==> src/rtl/core/owik_queue.sv <==
// Small synchronous FIFO with a combinational head read.
// Used between front and back and as the result buffer. No package use.
module owik_queue #(
   parameter int WIDTH = 8,
   parameter int DEPTH = 4
) (
   input  logic             clock,
   input  logic             reset,
   input  logic             push,
   input  logic [WIDTH-1:0] wr_data,
   output logic             full,
   input  logic             pop,
   output logic [WIDTH-1:0] rd_data,
   output logic             empty
);

   localparam int AW = (DEPTH > 1) ? $clog2(DEPTH) : 1;
   localparam int CW = $clog2(DEPTH + 1);

   logic [WIDTH-1:0] mem_ff [DEPTH];
   logic [AW-1:0]    wr_ptr_ff, wr_ptr_in;
   logic [AW-1:0]    rd_ptr_ff, rd_ptr_in;
   logic [CW-1:0]    count_ff, count_in;
   logic             do_push, do_pop;

   assign full    = (count_ff == CW'(DEPTH));
   assign empty   = (count_ff == '0);
   assign do_push = push & ~full;
   assign do_pop  = pop & ~empty;
   assign rd_data = mem_ff[rd_ptr_ff];

   // pointer and occupancy update
   always_comb begin
      wr_ptr_in = wr_ptr_ff;
      rd_ptr_in = rd_ptr_ff;
      count_in  = count_ff;
      if (do_push) begin
         wr_ptr_in = (wr_ptr_ff == AW'(DEPTH - 1)) ? '0 : wr_ptr_ff + 1'b1;
      end
      if (do_pop) begin
         rd_ptr_in = (rd_ptr_ff == AW'(DEPTH - 1)) ? '0 : rd_ptr_ff + 1'b1;
      end
      if (do_push && !do_pop) begin
         count_in = count_ff + 1'b1;
      end else if (do_pop && !do_push) begin
         count_in = count_ff - 1'b1;
      end
   end

   always_ff @(posedge clock) begin
      if (reset) begin
         wr_ptr_ff <= '0;
         rd_ptr_ff <= '0;
         count_ff  <= '0;
      end else begin
         wr_ptr_ff <= wr_ptr_in;
         rd_ptr_ff <= rd_ptr_in;
         count_ff  <= count_in;
      end
   end

   // storage
   always_ff @(posedge clock) begin
      if (do_push) begin
         mem_ff[wr_ptr_ff] <= wr_data;
      end
   end

endmodule

==> config.mk <==
export PLATFORM = sky130hd
export DESIGN_NAME = owik_queue
export DESIGN_NICKNAME = d
export VERILOG_FILES = /design/src/rtl/core/owik_queue.sv
export SDC_FILE = /design/constraint.sdc
export NUM_CORES = 1
export LEC_CHECK = 0
export ABC_AREA = 0
export BUFFER_PORTS_ARGS = -buffer_cell sky130_fd_sc_hd__buf_2
export CORE_AREA = 2 2 58 60
export DETAILED_ROUTE_END_ITERATION = 8
export DIE_AREA = 0 0 60 62
export PLACE_DENSITY = 0.84
export SYNTH_ARGS = -nofsm -noshare
export SYNTH_HDL_FRONTEND = slang
export SYNTH_SLANG_ARGS = --single-unit
==> constraint.sdc <==
create_clock -name clock -period 3.3 [get_ports clock]
set_clock_uncertainty 0.15 [all_clocks]
set_input_delay 0.495 -clock clock [delete_from_list [all_inputs] [get_ports clock]]
set_output_delay 0.495 -clock clock [all_outputs]
set_load 0.02 [all_outputs]
# == Yosys cells after proc, flatten, opt, wreduce, memory -nomap -nowiden ==
# Memories as Yosys holds them, arrays and structs flattened. A register that Yosys moved wholly into a read port is not among the register bits.
# Index checks and enable logic that the tools add are counted.
# totals
reg_bits,7
latch_bits,0
mem_bits_rw,32
mem_bits_ro,0
inputBits,12
output_inout_bits,10
elab_cells,29
memories,1
# mem_list
memory,words,width,read_ports,rd_clocked_by_memory_dff,wr,line_no,text
mem_ff,4,8,1,1,1,20,logic [WIDTH-1:0] mem_ff [DEPTH];
# classes
add_sub_neg,4
mul,0
div,0
order_cmp,0
n_eq_ne,3
shifts,0
n_mux,8
bitwise_logic,4
reduce_logical,6
# op_table
op,n
$mux 2,4
$mux 3,2
$add 2x1->2 const B,2
$eq 2x2->1 const B,2
$add 3x1->3 const B,1
$eq 3x3->1 const B,1
$logic_not 3->1,1
$sub 3x1->3 const B,1
$and 1x1->1,2
$logic_and 1x1->1,2
$logic_not 1->1,2
$mux 1,2
$not 1->1,2
$reduce_bool 2->1,1

# == Depth between registers and ports, before layout ==
# logic_depth
ltp_word,7
ltp_mapped,10
depth_no_buf,9

# == Worst setup path after synthesis ==
# No wires, ideal clock.
# synth_path
path_kind,register to register
from,register count_ff[0]
to,register count_ff[2]
setup_ns,0.070
arrival_time_ns,2.124
t_required_ns,3.080
path_slack_ns,0.956
path_stages_with_launch,11
path_buffers,1
synth_period_minus_slack_ns,2.344
cell_sequence,dfxtp_1 > or3b_1 > buf_6 > clkinv_4 > nor2_2 > ha_1 > inv_1 > fa_1 > xor2_1 > or3_2 > a21oi_1
# synth_between
elab_chain_len,6
elab_cells_between_ends,15
cone_classes,2 x add/sub; 1 x eq/ne; 2 x mux; 4 x bitwise; 6 x reduce/logical
# synth_rtl
element,line_no,text
start: declaration,23,"logic [CW-1:0] count_ff, count_in;"
start signal: assignment,58,count_ff <= count_in;
$eq 3x3->1 (*),26,assign full = (count_ff == CW'(DEPTH));
named net full,11,"output logic full,"
$not 1->1 (*),28,assign do_push = push & ~full;
$and 1x1->1 (*),28,
named net do_push,24,"logic do_push, do_pop;"
$logic_not 1->1,45,end else if (do_pop && !do_push) begin
$logic_and 1x1->1,45,
$reduce_bool 2->1 (no line),n/a,
# Mark *: on every way through the listed nets, which the timed path passes. The rest lies on a longest branch. The select of a mux whose other input is x is not followed.
# A chain may end at the register's enable or synchronous reset.

# == Worst setup path after layout ==
# layout_path
from,register count_ff[0]
to,register count_ff[2]
# layout_between
elab_chain_len,6
elab_cells_between_ends,15
cone_classes,2 x add/sub; 1 x eq/ne; 2 x mux; 4 x bitwise; 6 x reduce/logical
# layout_rtl
element,line_no
$eq 3x3->1 (*),26
$not 1->1 (*),28
$and 1x1->1 (*),28
named net do_push,24
$logic_not 1->1,45
$logic_and 1x1->1,45
$reduce_bool 2->1 (no line),n/a
# Marks and branches as above.

==> out/qor.txt <==
=================================================================================
Run status                                                              completed
Gate power share                                                            0.281
Instance count of the mapped netlist                                           92
Via count of the first global-routing pass                                    904
Fill count                                                                    251
Clock Latency Late Sink                                                    340 ps
Critical-path cell with the highest stage delay                           dfxtp_1
Global-route total usage across every layer                                 0.163
Power per cell area                                                    703 nW/µm²
Commonest non-fill, non-tap cell in the layout                           edfxtp_1
Final worst hold slack                                                     211 ps
Root cell of the clock tree                                              clkbuf_4
Net Switching                                                            0.415 mW
Layout net count                                                              135
Part of the power in the clock network                                      0.182
Global-route wire length before repair                                    4080 µm
Initial antenna violation count                                                 0
Final routed wire length divided by cell count                            15.9 µm
Grt ovf                                                                         0
H-Tree Depth                                                                    2
Starting density of the core                                                0.518
TritonCTS clock tree                                                          yes
Final hold viol count                                                           0
Violation count after the first detailed-routing iteration                     23
Port Buffers                                                                   21
Buffers inserted by post-CTS timing repair                                      0
Vias post-DR                                                                  853
Number of primary I/O pins                                                     22
Post-synth net total                                                          111
Nature of the critical path startpoint                                  flip-flop
Count of different cell masters after synthesis                                26
Crit path largest cell delay                                               460 ps
Startpoint of the most critical register-to-register path             count_ff[0]
Fraction of layout cells with a size suffix above 1                         0.393
Via density per instance                                                     5.23
Remaining DRCs                                                                  0
Final weighted congestion in routability-driven placement                   0.678
Synth Warn #                                                                    0
Sequential Area                                                          1140 µm²
Post-synthesis cell type with the largest combined area                  edfxtp_1
Kind of path behind the tightest hold check                                in2reg
Mean instance size in the synthesized netlist                            17.9 µm²
Clock slew at reported path FFs                                            110 ps
Peak ir drop on the vdd network                                          0.439 mV
Arrival @ worst endpoint                                                  2690 ps
Internal Power                                                           0.877 mW
Multi-input gate area                                                     457 µm²
Diode count                                                                     0
Count of non-filler cells in the finished layout                              163
Slew Limit Fails                                                                0
Leakage                                                                  0.677 nW
Die boundary height                                                         62 µm
Number of register bits inferred by synthesis                                  41
Timing startpoint of the critical path                                count_ff[0]
Portion of synthesized cell area occupied by the leading cell type          0.584
Transition at the pin with the smallest max-transition slack               563 ps
DP HPWL                                                                   1860 µm
Number of setup violations in the final report                                  0
Number of maximum-capacitance violations                                        0
Largest fanout of any net on the critical path                                  7
TritonRoute pass-1 iters                                                        4
Slew HR                                                                     0.624
Largest net degree at the start of global routing                              14
Proportion of synthesized chip area in sequential cells                     0.694
Maximum clock path buffer count                                                 2
Post-layout min period                                                    2560 ps
Post-Place Setup Slack                                                     750 ps
Standard-cell rows                                                             21
Post-cts hold buffer count                                                      0
Sinks on the clock net                                                         41
Design Power                                                              1.29 mW
Leading cell types by total area after synthesis                     edfxtp_1 58%, dfxtp_1 11%, mux4_2 11%
Cell area after synthesis                                                1650 µm²
Sequential share of power                                                   0.537
Leading cell types in the layout, fill and taps excluded             32 x edfxtp_1, 21 x buf_2, 9 x dfxtp_1
Final setup slack of the worst path                                        741 ps
Crit share post-route                                                       0.775
Count of buffer and inverter cells on the critical path                         2
Core area                                                                3180 µm²
Crit path max-delay family                                           simple AND/OR/NAND/NOR gates
Die width                                                                   60 µm
Switching power share of the total                                          0.321
Syn-to-layout area delta                                                    11.8%
Final ANT Viol Nets                                                             0
Sequence of cells on the critical path                               or3b_1 > clkinv_4 > nor2_2 > ha_1 > inv_1 > fa_1 > xor2_1 > or3_2 > a21oi_1
Start point of the worst hold path                                     wr_data[4]
Cell total after placement                                                    155
Required time reported for the critical path endpoint                     3430 ps
Setup Total Neg Slack                                                        0 ps
Die outline area                                                         3720 µm²
Crit path kind                                                            reg2reg
Number of gates given a new drive strength after cts                            0
F_max                                                                     391 MHz
RSZ-0062 raised after global routing                                           no
Routed WL                                                                 2600 µm
Type of destination of the critical path                                flip-flop
CTS buffer count                                                                5
=================================================================================
## cells by family (layout without fill, tap and decap cells)
logic type	Yosys count	in the layout	share of synthesized area
DFF	41	41	0.694
xor gates and xnor gates	2	2	0.0106
and+or+nand+nor	16	16	0.0570
muxes	10	10	0.122
buffers and inverters	9	34	0.0289
adders and majority gates	7	7	0.0578
AOI/OAI and AO/OA	7	7	0.0304
## cell type report
class / count / area share
Multi-Input combinational cell: 42 / 0.248
Inverter: 5 / 0.0129
Sequential cell: 41 / 0.620
Tap cell: 46 / 0.0313
Clock buffer: 5 / 0.0204
Clock inverter: 3 / 0.00952
Timing Repair Buffer: 21 / 0.0571
## power groups by stage
stage | Clock [mW] | Combinational, mW | Sequential (mW)
after global routing | 0.267 | 0.400 | 0.706
after CTS | 0.244 | 0.369 | 0.697
after floorplan | 0 | 0.303 | 0.669
final | 0.235 | 0.363 | 0.694
after detailed placement | 0 | 0.367 | 0.708
after global placement | 0 | 0.351 | 0.699
## stage by stage
stage          utilization  cell area (µm²)
2_1_floorplan            -             1650
3_3_place_gp         0.561             1780
3_5_place_dp         0.561             1780
4_1_cts              0.579             1840
5_1_grt              0.579             1840
6_report             0.579             1840
## synthesized netlist by cell type (all sizes together)
master   n
a21oi    3
clkbuf   1
or3b     1
ha       6
fa       1
dfxtp    9
nor2     4
or3      2
nand3    2
nor3     2
mux2i    2
buf      3
o31ai    2
inv      4
o21ai    2
and3     4
edfxtp  32
nand2    1
xor2     2
clkinv   1
mux4     8
## registers in the layout, indices dropped and copies added, names as in the netlist, named ones only
register,count
rd_ptr_ff,2
wr_ptr_ff,2
count_ff,3
mem_ff,32
## final timing paths
| check | endpoint | slack, ps | depth (start not counted) |
|---|---|---|---|
| worst max register to register | count_ff[2] | 740 | 9 |
| worst max-delay path | count_ff[2] | 740 | 9 |
| worst min-delay path | mem_ff[0][4] | 210 | 1 |
| worst min register to register | flip-flop | 370 | 2 |
## routing by layer
layer  vias to the layer above  GRT usage  wire length [µm]
met5                         -          0                 0
met4                         0     0.0857                29
met3                         3     0.0600               128
met2                        23      0.289              1380
met1                       428      0.169              1060
li1                        399          -                 -
No activity file was read; power rests on OpenSTA's default activity.
