--- config.mk ---
export PLATFORM = sky130hd
export DESIGN_NAME = owik_front
export DESIGN_NICKNAME = d
export VERILOG_FILES = /design/src/rtl/core/owik_pkg.sv /design/src/rtl/core/owik_front.sv
export SDC_FILE = /design/constraint.sdc
export NUM_CORES = 1
export LEC_CHECK = 0
export BUFFER_PORTS_ARGS = -buffer_cell sky130_fd_sc_hd__buf_2
export CAP_MARGIN = 30
export CORE_MARGIN = 10
export CORE_UTILIZATION = 38
export DETAILED_ROUTE_END_ITERATION = 8
export GPL_ROUTABILITY_DRIVEN = 0
export PLACE_DENSITY = 0.87
export SYNTH_ARGS = -nofsm -noshare
export SYNTH_HDL_FRONTEND = slang
export SYNTH_SLANG_ARGS = --single-unit
--- constraint.sdc ---
create_clock -name clock -period 2.9 [get_ports clock]
set_clock_uncertainty 0.05 [all_clocks]
set_input_delay 0.29 -clock clock [delete_from_list [all_inputs] [get_ports clock]]
set_output_delay 0.29 -clock clock [all_outputs]
set_load 0.03 [all_outputs]
--- src/rtl/core/owik_pkg.sv ---
// Shared constants for the three-wheel omni inverse kinematics block.
// Holds CORDIC constants, the arctangent table and queue depths.
// No dependencies.
package owik_pkg;

   // CORDIC datapath: Q2.30 vectors, 32-bit binary angle
   localparam int CORDIC_STEPS = 24;
   localparam int CORDIC_W     = 32;
   localparam int TRIG_W       = 18;

   localparam logic signed [CORDIC_W-1:0] CORDIC_GAIN_Q30 = 32'sd652032874;
   localparam logic signed [CORDIC_W-1:0] HALF_LSB_Q15    = 32'sd16384;
   localparam logic signed [TRIG_W-1:0]   SQRT3_Q15       = 18'sd56756;

   // Queue depths between and after the stages
   localparam int MID_DEPTH = 4;
   localparam int OUT_DEPTH = 32;

   // atan(2^-step) in 32-bit binary angle units
   function automatic logic signed [CORDIC_W-1:0] atan_turn(input int step);
      logic signed [CORDIC_W-1:0] val;
      case (step)
         0:       val = 32'sd536870912;
         1:       val = 32'sd316933406;
         2:       val = 32'sd167458907;
         3:       val = 32'sd85004756;
         4:       val = 32'sd42667331;
         5:       val = 32'sd21354465;
         6:       val = 32'sd10679838;
         7:       val = 32'sd5340245;
         8:       val = 32'sd2670163;
         9:       val = 32'sd1335087;
         10:      val = 32'sd667544;
         11:      val = 32'sd333772;
         12:      val = 32'sd166886;
         13:      val = 32'sd83443;
         14:      val = 32'sd41722;
         15:      val = 32'sd20861;
         16:      val = 32'sd10430;
         17:      val = 32'sd5215;
         18:      val = 32'sd2608;
         19:      val = 32'sd1304;
         20:      val = 32'sd652;
         21:      val = 32'sd326;
         22:      val = 32'sd163;
         23:      val = 32'sd81;
         default: val = '0;
      endcase
      return val;
   endfunction

endpackage

--- src/rtl/core/owik_front.sv ---
// Front end: takes command transactions and folds the heading into a
// signed half-turn angle plus a flip flag. Uses owik_pkg constants.
module owik_front #(
   parameter int SPEED_BITS = 16,
   parameter int ANGLE_BITS = 16,
   parameter int ENTRY_W    = 2 * SPEED_BITS + owik_pkg::CORDIC_W + 1
) (
   input  logic                         clock,
   input  logic                         reset,
   input  logic                         req_push,
   output logic                         req_full,
   input  logic signed [SPEED_BITS-1:0] req_speed,
   input  logic [ANGLE_BITS-1:0]        req_heading_angle,
   input  logic signed [SPEED_BITS-1:0] req_spin_rate,
   output logic                         mid_push,
   output logic [ENTRY_W-1:0]           mid_data,
   input  logic                         mid_full
);

   localparam int ZW = owik_pkg::CORDIC_W;

   logic               valid_ff, valid_in;
   logic [ENTRY_W-1:0] entry_ff, entry_in;
   logic [ZW-1:0]      ang32;
   logic [ZW-1:0]      z_fold;
   logic               flip;
   logic               load;

   // scale to a full-width binary angle and fold into [-1/4, 1/4) turn
   always_comb begin
      ang32    = {req_heading_angle, {(ZW - ANGLE_BITS){1'b0}}};
      flip     = ang32[ZW-1] ^ ang32[ZW-2];
      z_fold   = flip ? {~ang32[ZW-1], ang32[ZW-2:0]} : ang32;
      entry_in = {flip, z_fold, req_spin_rate, req_speed};
   end

   // one register stage; holds while the middle queue is full
   assign load     = ~valid_ff | ~mid_full;
   assign req_full = ~load;
   assign valid_in = load ? req_push : valid_ff;
   assign mid_push = valid_ff;
   assign mid_data = entry_ff;

   always_ff @(posedge clock) begin
      if (reset) begin
         valid_ff <= 1'b0;
      end else begin
         valid_ff <= valid_in;
      end
   end

   always_ff @(posedge clock) begin
      if (load && req_push) begin
         entry_ff <= entry_in;
      end
   end

endmodule

Yosys cells after proc, flatten, opt, wreduce, memory -nomap -nowiden --
Index checks and enable logic that the tools add are counted.
Word-level totals: word-level logic and storage cells 10, register bits 66, input bits 52, output and inout bits 67
Cells by class: multiplexer cells 1, reduce and logical (&&, ||, !) cells 1, bitwise logic cells 6
Operators by type and width (count):
- 32-bit two-way mux | 1
- 1-bit NOT | 4
- 1-bit logical AND | 1
- 1-bit bitwise OR | 1
- 1-bit bitwise XOR | 1

Longest topological paths before layout --
Gate-level depths: netlist (run 1).
depth after elaboration 3, gate-level depth with buffers 2, depth with buffers taken out 2

Worst setup path after synthesis (run 1) --
No wires, ideal clock.
path kind reg-to-reg, start point register valid_ff, in the netlist mid_push, end point register entry_ff[0], in the netlist mid_data[0], enable pin, setup slack 504 ps, clock period less this slack 2396 ps, cell stages (with the launch flop) 3, required time 2433 ps, path buffers 0, data arrival time 1929 ps, setup time 417 ps, path through dfxtp_1 > and2_4 > nor2b_2
Between the ends: cells in the longest elaborated chain, start to end 3
Ends and longest elaborated chain:
- start: declaration | RTL line owik_front.sv:22 | logic valid_ff, valid_in;
- start signal: assignment | RTL line owik_front.sv:48 | valid_ff <= valid_in;
- 1-bit NOT | RTL line owik_front.sv:38 | assign load = ~valid_ff | ~mid_full;
- 1-bit bitwise OR | RTL line owik_front.sv:38
- 1-bit logical AND | RTL line owik_front.sv:53 | if (load && req_push) begin
- end signal: assignment | RTL line owik_front.sv:54 | entry_ff <= entry_in;
- end: declaration | RTL line owik_front.sv:23 | logic [ENTRY_W-1:0] entry_ff, entry_in;
No other way between the ends. A chain may end at the register's enable or synchronous reset.

Worst setup path in the final report (run 1) --
start point register valid_ff, in the netlist mid_push, end point register entry_ff[8], in the netlist mid_data[8], enable pin
Same word-level chain as after synthesis.

==> flow_summary.json, run 1 <==
{
  "setup_viol": 0,
  "root_buffer": "clkbuf_8",
  "ioPinCount": 119,
  "port_buffers": 102,
  "cts_num_sinks": 50,
  "dieArea_sq_mm": 0.00739,
  "fp-row-count": 23,
  "dr.pass1.iters": 3,
  "synth-seq-cells": 50,
  "required_ps": 2770,
  "antenna_cells": 0,
  "clockPowerShare_pct": 29.6,
  "finalCriticalPeriod_ps": 1490,
  "postCtsResizedCells": 0,
  "detail_route.wl_per_cell_um": 18.8,
  "post-route-period-util_pct": 51.5,
  "grt-ovfl-total": 0,
  "ys_seq_area_share_pct": 90.2,
  "p_int_w": 0.00115,
  "worstPathArrival_ps": 1370,
  "syn-cell-area_sq_mm": 0.00165,
  "synth_cell_types": 10,
  "hold_path.class": "in2reg",
  "cts_made_buffers": 5,
  "multi_input_area_sq_um": 100,
  "rsz0062_at_grt": "false",
  "max-slew-margin-rel_pct": 59.2,
  "core_sq_mm": 0.00412,
  "drt_iter0_markers": 31,
  "grtUsageTotal_pct": 11.1,
  "fillers": 325,
  "p_comb_share_pct": 14.1,
  "grt_max_degree": 50,
  "die_h_um": 86.0,
  "grt_pass1_wl_um": 6230,
  "worstPathMaxFanout": 49,
  "seq_power_share_pct": 56.3,
  "h-tree-depth": 2,
  "areaGrowthSynthToFinish_pct": 37.5,
  "clk_latency_ps": 280,
  "cp-end-kind": "register",
  "hold_viol": 0,
  "fin_area_sq_mm": 0.00227,
  "cap_violations": 0,
  "clk_pin_slew_ps": 80,
  "syn_inst": 73,
  "placed_area_sq_mm": 0.00217,
  "pwr_density_cell_mw_per_mm2": 666,
  "via_per_inst": 4.27,
  "irDropWorstVdd_v": 0.000201,
  "die_x_um": 86.0,
  "power.leakage_nw": 1.01,
  "start_util_pct": 40.2,
  "fmax_mhz": 669,
  "routed_wl_um": 4350,
  "p_sw_share_pct": 24.3,
  "drv_slew": 0,
  "nets": 233,
  "fin_tns_setup_ps": 0,
  "yosysWarnings": 0,
  "cts_tree": "done",
  "final_antenna_net_count": 0,
  "worstMarginPinSlew_ps": 611,
  "antenna_found_initial": 0,
  "holdBufCountCts": 0,
  "crit_type": "reg2reg",
  "drc_errors": 0,
  "p_switching_w": 0.000369,
  "status": "complete, no violations",
  "grt_pass1_vias": 1087,
  "synth.avg_cell_area_sq_um": 22.7,
  "cts_max_path_buffers": 2,
  "drive_gt1_share_pct": 61.3,
  "seqCellArea_sq_mm": 0.00149,
  "post-cts-setup-buffers": 0,
  "vias": 986,
  "start_kind": "register"
}
cell families after synthesis:
kind of cell / after synthesis / share of synthesized area [%]
flops: 50 / 90.2
buf+inv: 17 / 7.49
simple gates: 3 / 1.29
compound gates: 1 / 0.302
xor+xnor: 1 / 0.530
other cells: 1 / 0.227
area by class of cell:
type / instances / share of cell area (%)
Sequential cell: 50 / 65.6
Timing Repair Buffer: 103 / 22.8
Multi-Input combinational cell: 21 / 4.40
Clock buffer: 5 / 3.03
Tap cell: 50 / 2.75
Clock inverter: 2 / 1.49
cell usage in the layout (no fill, tap or decap):
| cell type | n |
|---|---|
| a21oi_1 | 1 |
| and2_4 | 1 |
| buf_2 | 102 |
| buf_4 | 1 |
| bufinv_16 | 1 |
| clkbuf_8 | 5 |
| clkinv_1 | 1 |
| conb_1 | 16 |
| dfxtp_1 | 1 |
| edfxtp_1 | 49 |
| nor2_1 | 1 |
| nor2b_4 | 1 |
| xor2_1 | 1 |
Yosys cell counts:
cell type | n | area, sq um
edfxtp_1 | 49 | 1470
buf_4 | 16 | 120
a21oi_1 | 1 | 5.00
and2_4 | 1 | 8.76
clkbuf_1 | 1 | 3.75
conb_1 | 1 | 3.75
dfxtp_1 | 1 | 20.0
nor2_1 | 1 | 3.75
nor2b_2 | 1 | 8.76
xor2_1 | 1 | 8.76
critical path, cell delays in order, from the launching register on:
cell and delay [ps]:
dfxtp_1 330, and2_4 150, nor2b_4 90, buf_4 500
power by group through the flow:
stage                     Clock (W)  Sequential [W]  Combinational (W)
after global placement            0        0.000868           0.000210
after detailed placement          0        0.000871           0.000215
after global routing       0.000494        0.000858           0.000226
after CTS                  0.000465        0.000855           0.000215
final                      0.000449        0.000854           0.000213
after floorplan                   0        0.000958          0.0000609
through the flow:
step / power (W) / util [%] / std cells / hold WS, ps / setup WS (ps)
detailed placement: 0.00109 / 52.8 / 224 / 401 / 1300
global placement: 0.00108 / 52.8 / 224 / 397 / 1340
CTS: 0.00153 / 55.3 / 231 / 81.9 / 1390
finish: 0.00152 / 55.3 / 231 / 95.6 / 1410
global route: 0.00158 / 55.3 / 231 / 76.4 / 1310
floorplan: 0.00102 / - / 88 / 312 / 504
metal layers:
metal | routed length [um] | up-vias | track usage (%)
met3 | 711 | 2 | 7.28
met5 | 0 | - | 0
li1 | - | 450 | -
met4 | 40 | 0 | 4.49
met2 | 1960 | 80 | 17.2
met1 | 1640 | 454 | 11.6
flip-flops by register name, summed over array words and instances, names as in the netlist:
| register | cells |
|---|---|
| mid_data | 49 |
| mid_push | 1 |
final timing paths:
path	cells past startpoint	startpoint	slack, ps	endpoint
max	3	mid_push	1410	mid_data[8]
min reg2reg	2	mid_push	470	mid_push
min	2	reset	100	mid_push
max reg2reg	3	mid_push	1410	mid_data[8]
No activity file was read; power rests on OpenSTA's default activity.
==> run 2: changes to the inputs <==
--- a/config.mk
+++ b/config.mk
@@ -8,10 +8,10 @@
 export BUFFER_PORTS_ARGS = -buffer_cell sky130_fd_sc_hd__buf_2
 export CAP_MARGIN = 30
 export CORE_MARGIN = 10
-export CORE_UTILIZATION = 38
+export CORE_UTILIZATION = 36
 export DETAILED_ROUTE_END_ITERATION = 8
 export GPL_ROUTABILITY_DRIVEN = 0
-export PLACE_DENSITY = 0.87
+export PLACE_DENSITY = 0.86
 export SYNTH_ARGS = -nofsm -noshare
 export SYNTH_HDL_FRONTEND = slang
 export SYNTH_SLANG_ARGS = --single-unit
==> constraint.sdc (replaced) <==
create_clock -name clock -period 1.2 [get_ports clock]
set_clock_uncertainty 0.05 [all_clocks]
set_input_delay 0.12 -clock clock [delete_from_list [all_inputs] [get_ports clock]]
set_output_delay 0.12 -clock clock [all_outputs]
set_load 0.03 [all_outputs]
==> run 2 against run 1 <==
  * The flow now finishes with violations (setup timing)
  * Via count up 21%
  * Combinational power rose to 3.1 times the previous value
  * Sequential share of layout area down 12 points
  * Total power up 140%
  * Clock power up 100%
  * First-iteration DRC count up 32%
  * Global-route usage up 1.8 points
  * Wire length up 18%
  * Flip-flop and latch count unchanged
  * Largest cell class unchanged
  * Largest power group unchanged
==> flow_summary.json, run 2 (synthesized netlist as in run 1, its figures left out) <==
{
  "grtUsageTotal_pct": 12.9,
  "mostFrequentLayoutCell": "buf_2",
  "cts_tree": "done",
  "rsz0062_at_grt": "true",
  "post-cts-setup-buffers": 0,
  "fp-row-count": 24,
  "areaGrowthSynthToFinish_pct": 67.9,
  "violations": "setup timing",
  "finalCriticalPeriod_ps": 1210,
  "cts_made_buffers": 5,
  "grt_pass1_wl_um": 7470,
  "placed_area_sq_mm": 0.00221,
  "die_h_um": 87.8,
  "final_cell_mix": "102 x buf_2, 49 x edfxtp_1, 48 x dlygate4sd3_1",
  "via_per_inst": 4.20,
  "final_antenna_net_count": 0,
  "worstPathMaxFanout": 25,
  "multi_input_area_sq_um": 100,
  "nets": 282,
  "fin_area_sq_mm": 0.00278,
  "vias": 1189,
  "post-route-period-util_pct": 101,
  "drv_slew": 0,
  "drive_gt1_share_pct": 49.6,
  "layout_setup_ws_ps": -7.27,
  "hpwl_um": 3460,
  "cp_cell_sequence": "and2_4, nor2b_4, buf_12",
  "cp-end-kind": "register",
  "required_ps": 1150,
  "core_sq_mm": 0.00441,
  "grt-ovfl-total": 0,
  "cts_max_path_buffers": 2,
  "dr.pass1.iters": 4,
  "cts_num_sinks": 50,
  "clk_pin_slew_ps": 80,
  "fmax_mhz": 828,
  "postCtsResizedCells": 0,
  "clk_latency_ps": 290,
  "ioPinCount": 119,
  "routed_wl_um": 5150,
  "crit_path_max_incr_delay_ps": 350,
  "irDropWorstVdd_v": 0.000461,
  "grt_pass1_vias": 1395,
  "die_x_um": 87.8,
  "drc_errors": 0,
  "final_core_util_pct": 62.9,
  "drt_iter0_markers": 41,
  "h-tree-depth": 2,
  "worstPathArrival_ps": 1150,
  "start_util_pct": 37.5,
  "detail_route.wl_per_cell_um": 18.2,
  "start_kind": "register",
  "hold_viol": 0,
  "power.leakage_nw": 1.21,
  "status": "complete, but fails checks",
  "grt_max_degree": 26,
  "seqCellArea_sq_mm": 0.00150,
  "antenna_found_initial": 1,
  "port_buffers": 102,
  "setup_viol": 10,
  "crit_type": "reg2reg",
  "root_buffer": "clkbuf_8",
  "dp_slack_ps": -0.803,
  "cap_violations": 0,
  "largest_reg_flops": 49,
  "slowest_stage": "dfxtp_4",
  "dieArea_sq_mm": 0.00771,
  "pwr_density_cell_mw_per_mm2": 1310,
  "hold_path.class": "in2reg",
  "fillers": 302
}
## run 2: worst paths after layout
| path | slack, ps | cells after the start | startpoint | endpoint |
|---|---|---|---|---|
| worst max-delay path | -7 | 3 | mid_push | mid_data[6] |
| worst min register to register | 450 | 2 | mid_push | mid_push |
| worst max register to register | -7 | 3 | mid_push | mid_data[6] |
| worst min-delay path | 4 | 3 | req_push | mid_push |
## run 2: area by class of cell
class | instances | share of cell area (%)
Antenna cell | 1 | 0.0901
Clock inverter | 2 | 0.541
Sequential cell | 50 | 53.8
Multi-Input combinational cell | 21 | 3.60
Timing Repair Buffer | 152 | 37.1
Tap cell | 52 | 2.34
Clock buffer | 5 | 2.48
## run 2: worst max-delay path: cells and delay by family (launching register included)
kind          cells  cell delay [ps]
buf+inv           1              200
flops             1              350
simple gates      2              310
## run 2: through the flow
step           hold slack [ps]  power (W)  TNS (ps)  std cells
6_report                  4.08    0.00363     -36.7        283
5_1_grt                   37.6    0.00378     -1360        283
4_1_cts                   2.85    0.00366      -374        282
3_5_place_dp               233    0.00263     -6.89        227
3_3_place_gp               221    0.00262         0        227
2_1_floorplan              133    0.00246    -27850         88
## run 2: layer usage
| layer | wire, um | track usage [%] |
|---|---|---|
| met2 | 2520 | 22.0 |
| met4 | 112 | 5.80 |
| met1 | 1840 | 13.2 |
| met3 | 675 | 6.13 |
| met5 | 0 | 0 |
## run 2: report_power, final
group / switching (W) / total, W / internal (W)
registers: 0.0000250 / 0.00206 / 0.00204
logic: 0.000415 / 0.000664 / 0.000249
clock network: 0.000508 / 0.000906 / 0.000398
## run 2: what timing repair did
| item | CTS | global route |
|---|---|---|
| gates cloned | 0 | 0 |
| hold buffers | 48 | 0 |
| setup endpoints to repair | 49 | 50 |
| endpoints found under the hold margin | 49 | 0 |
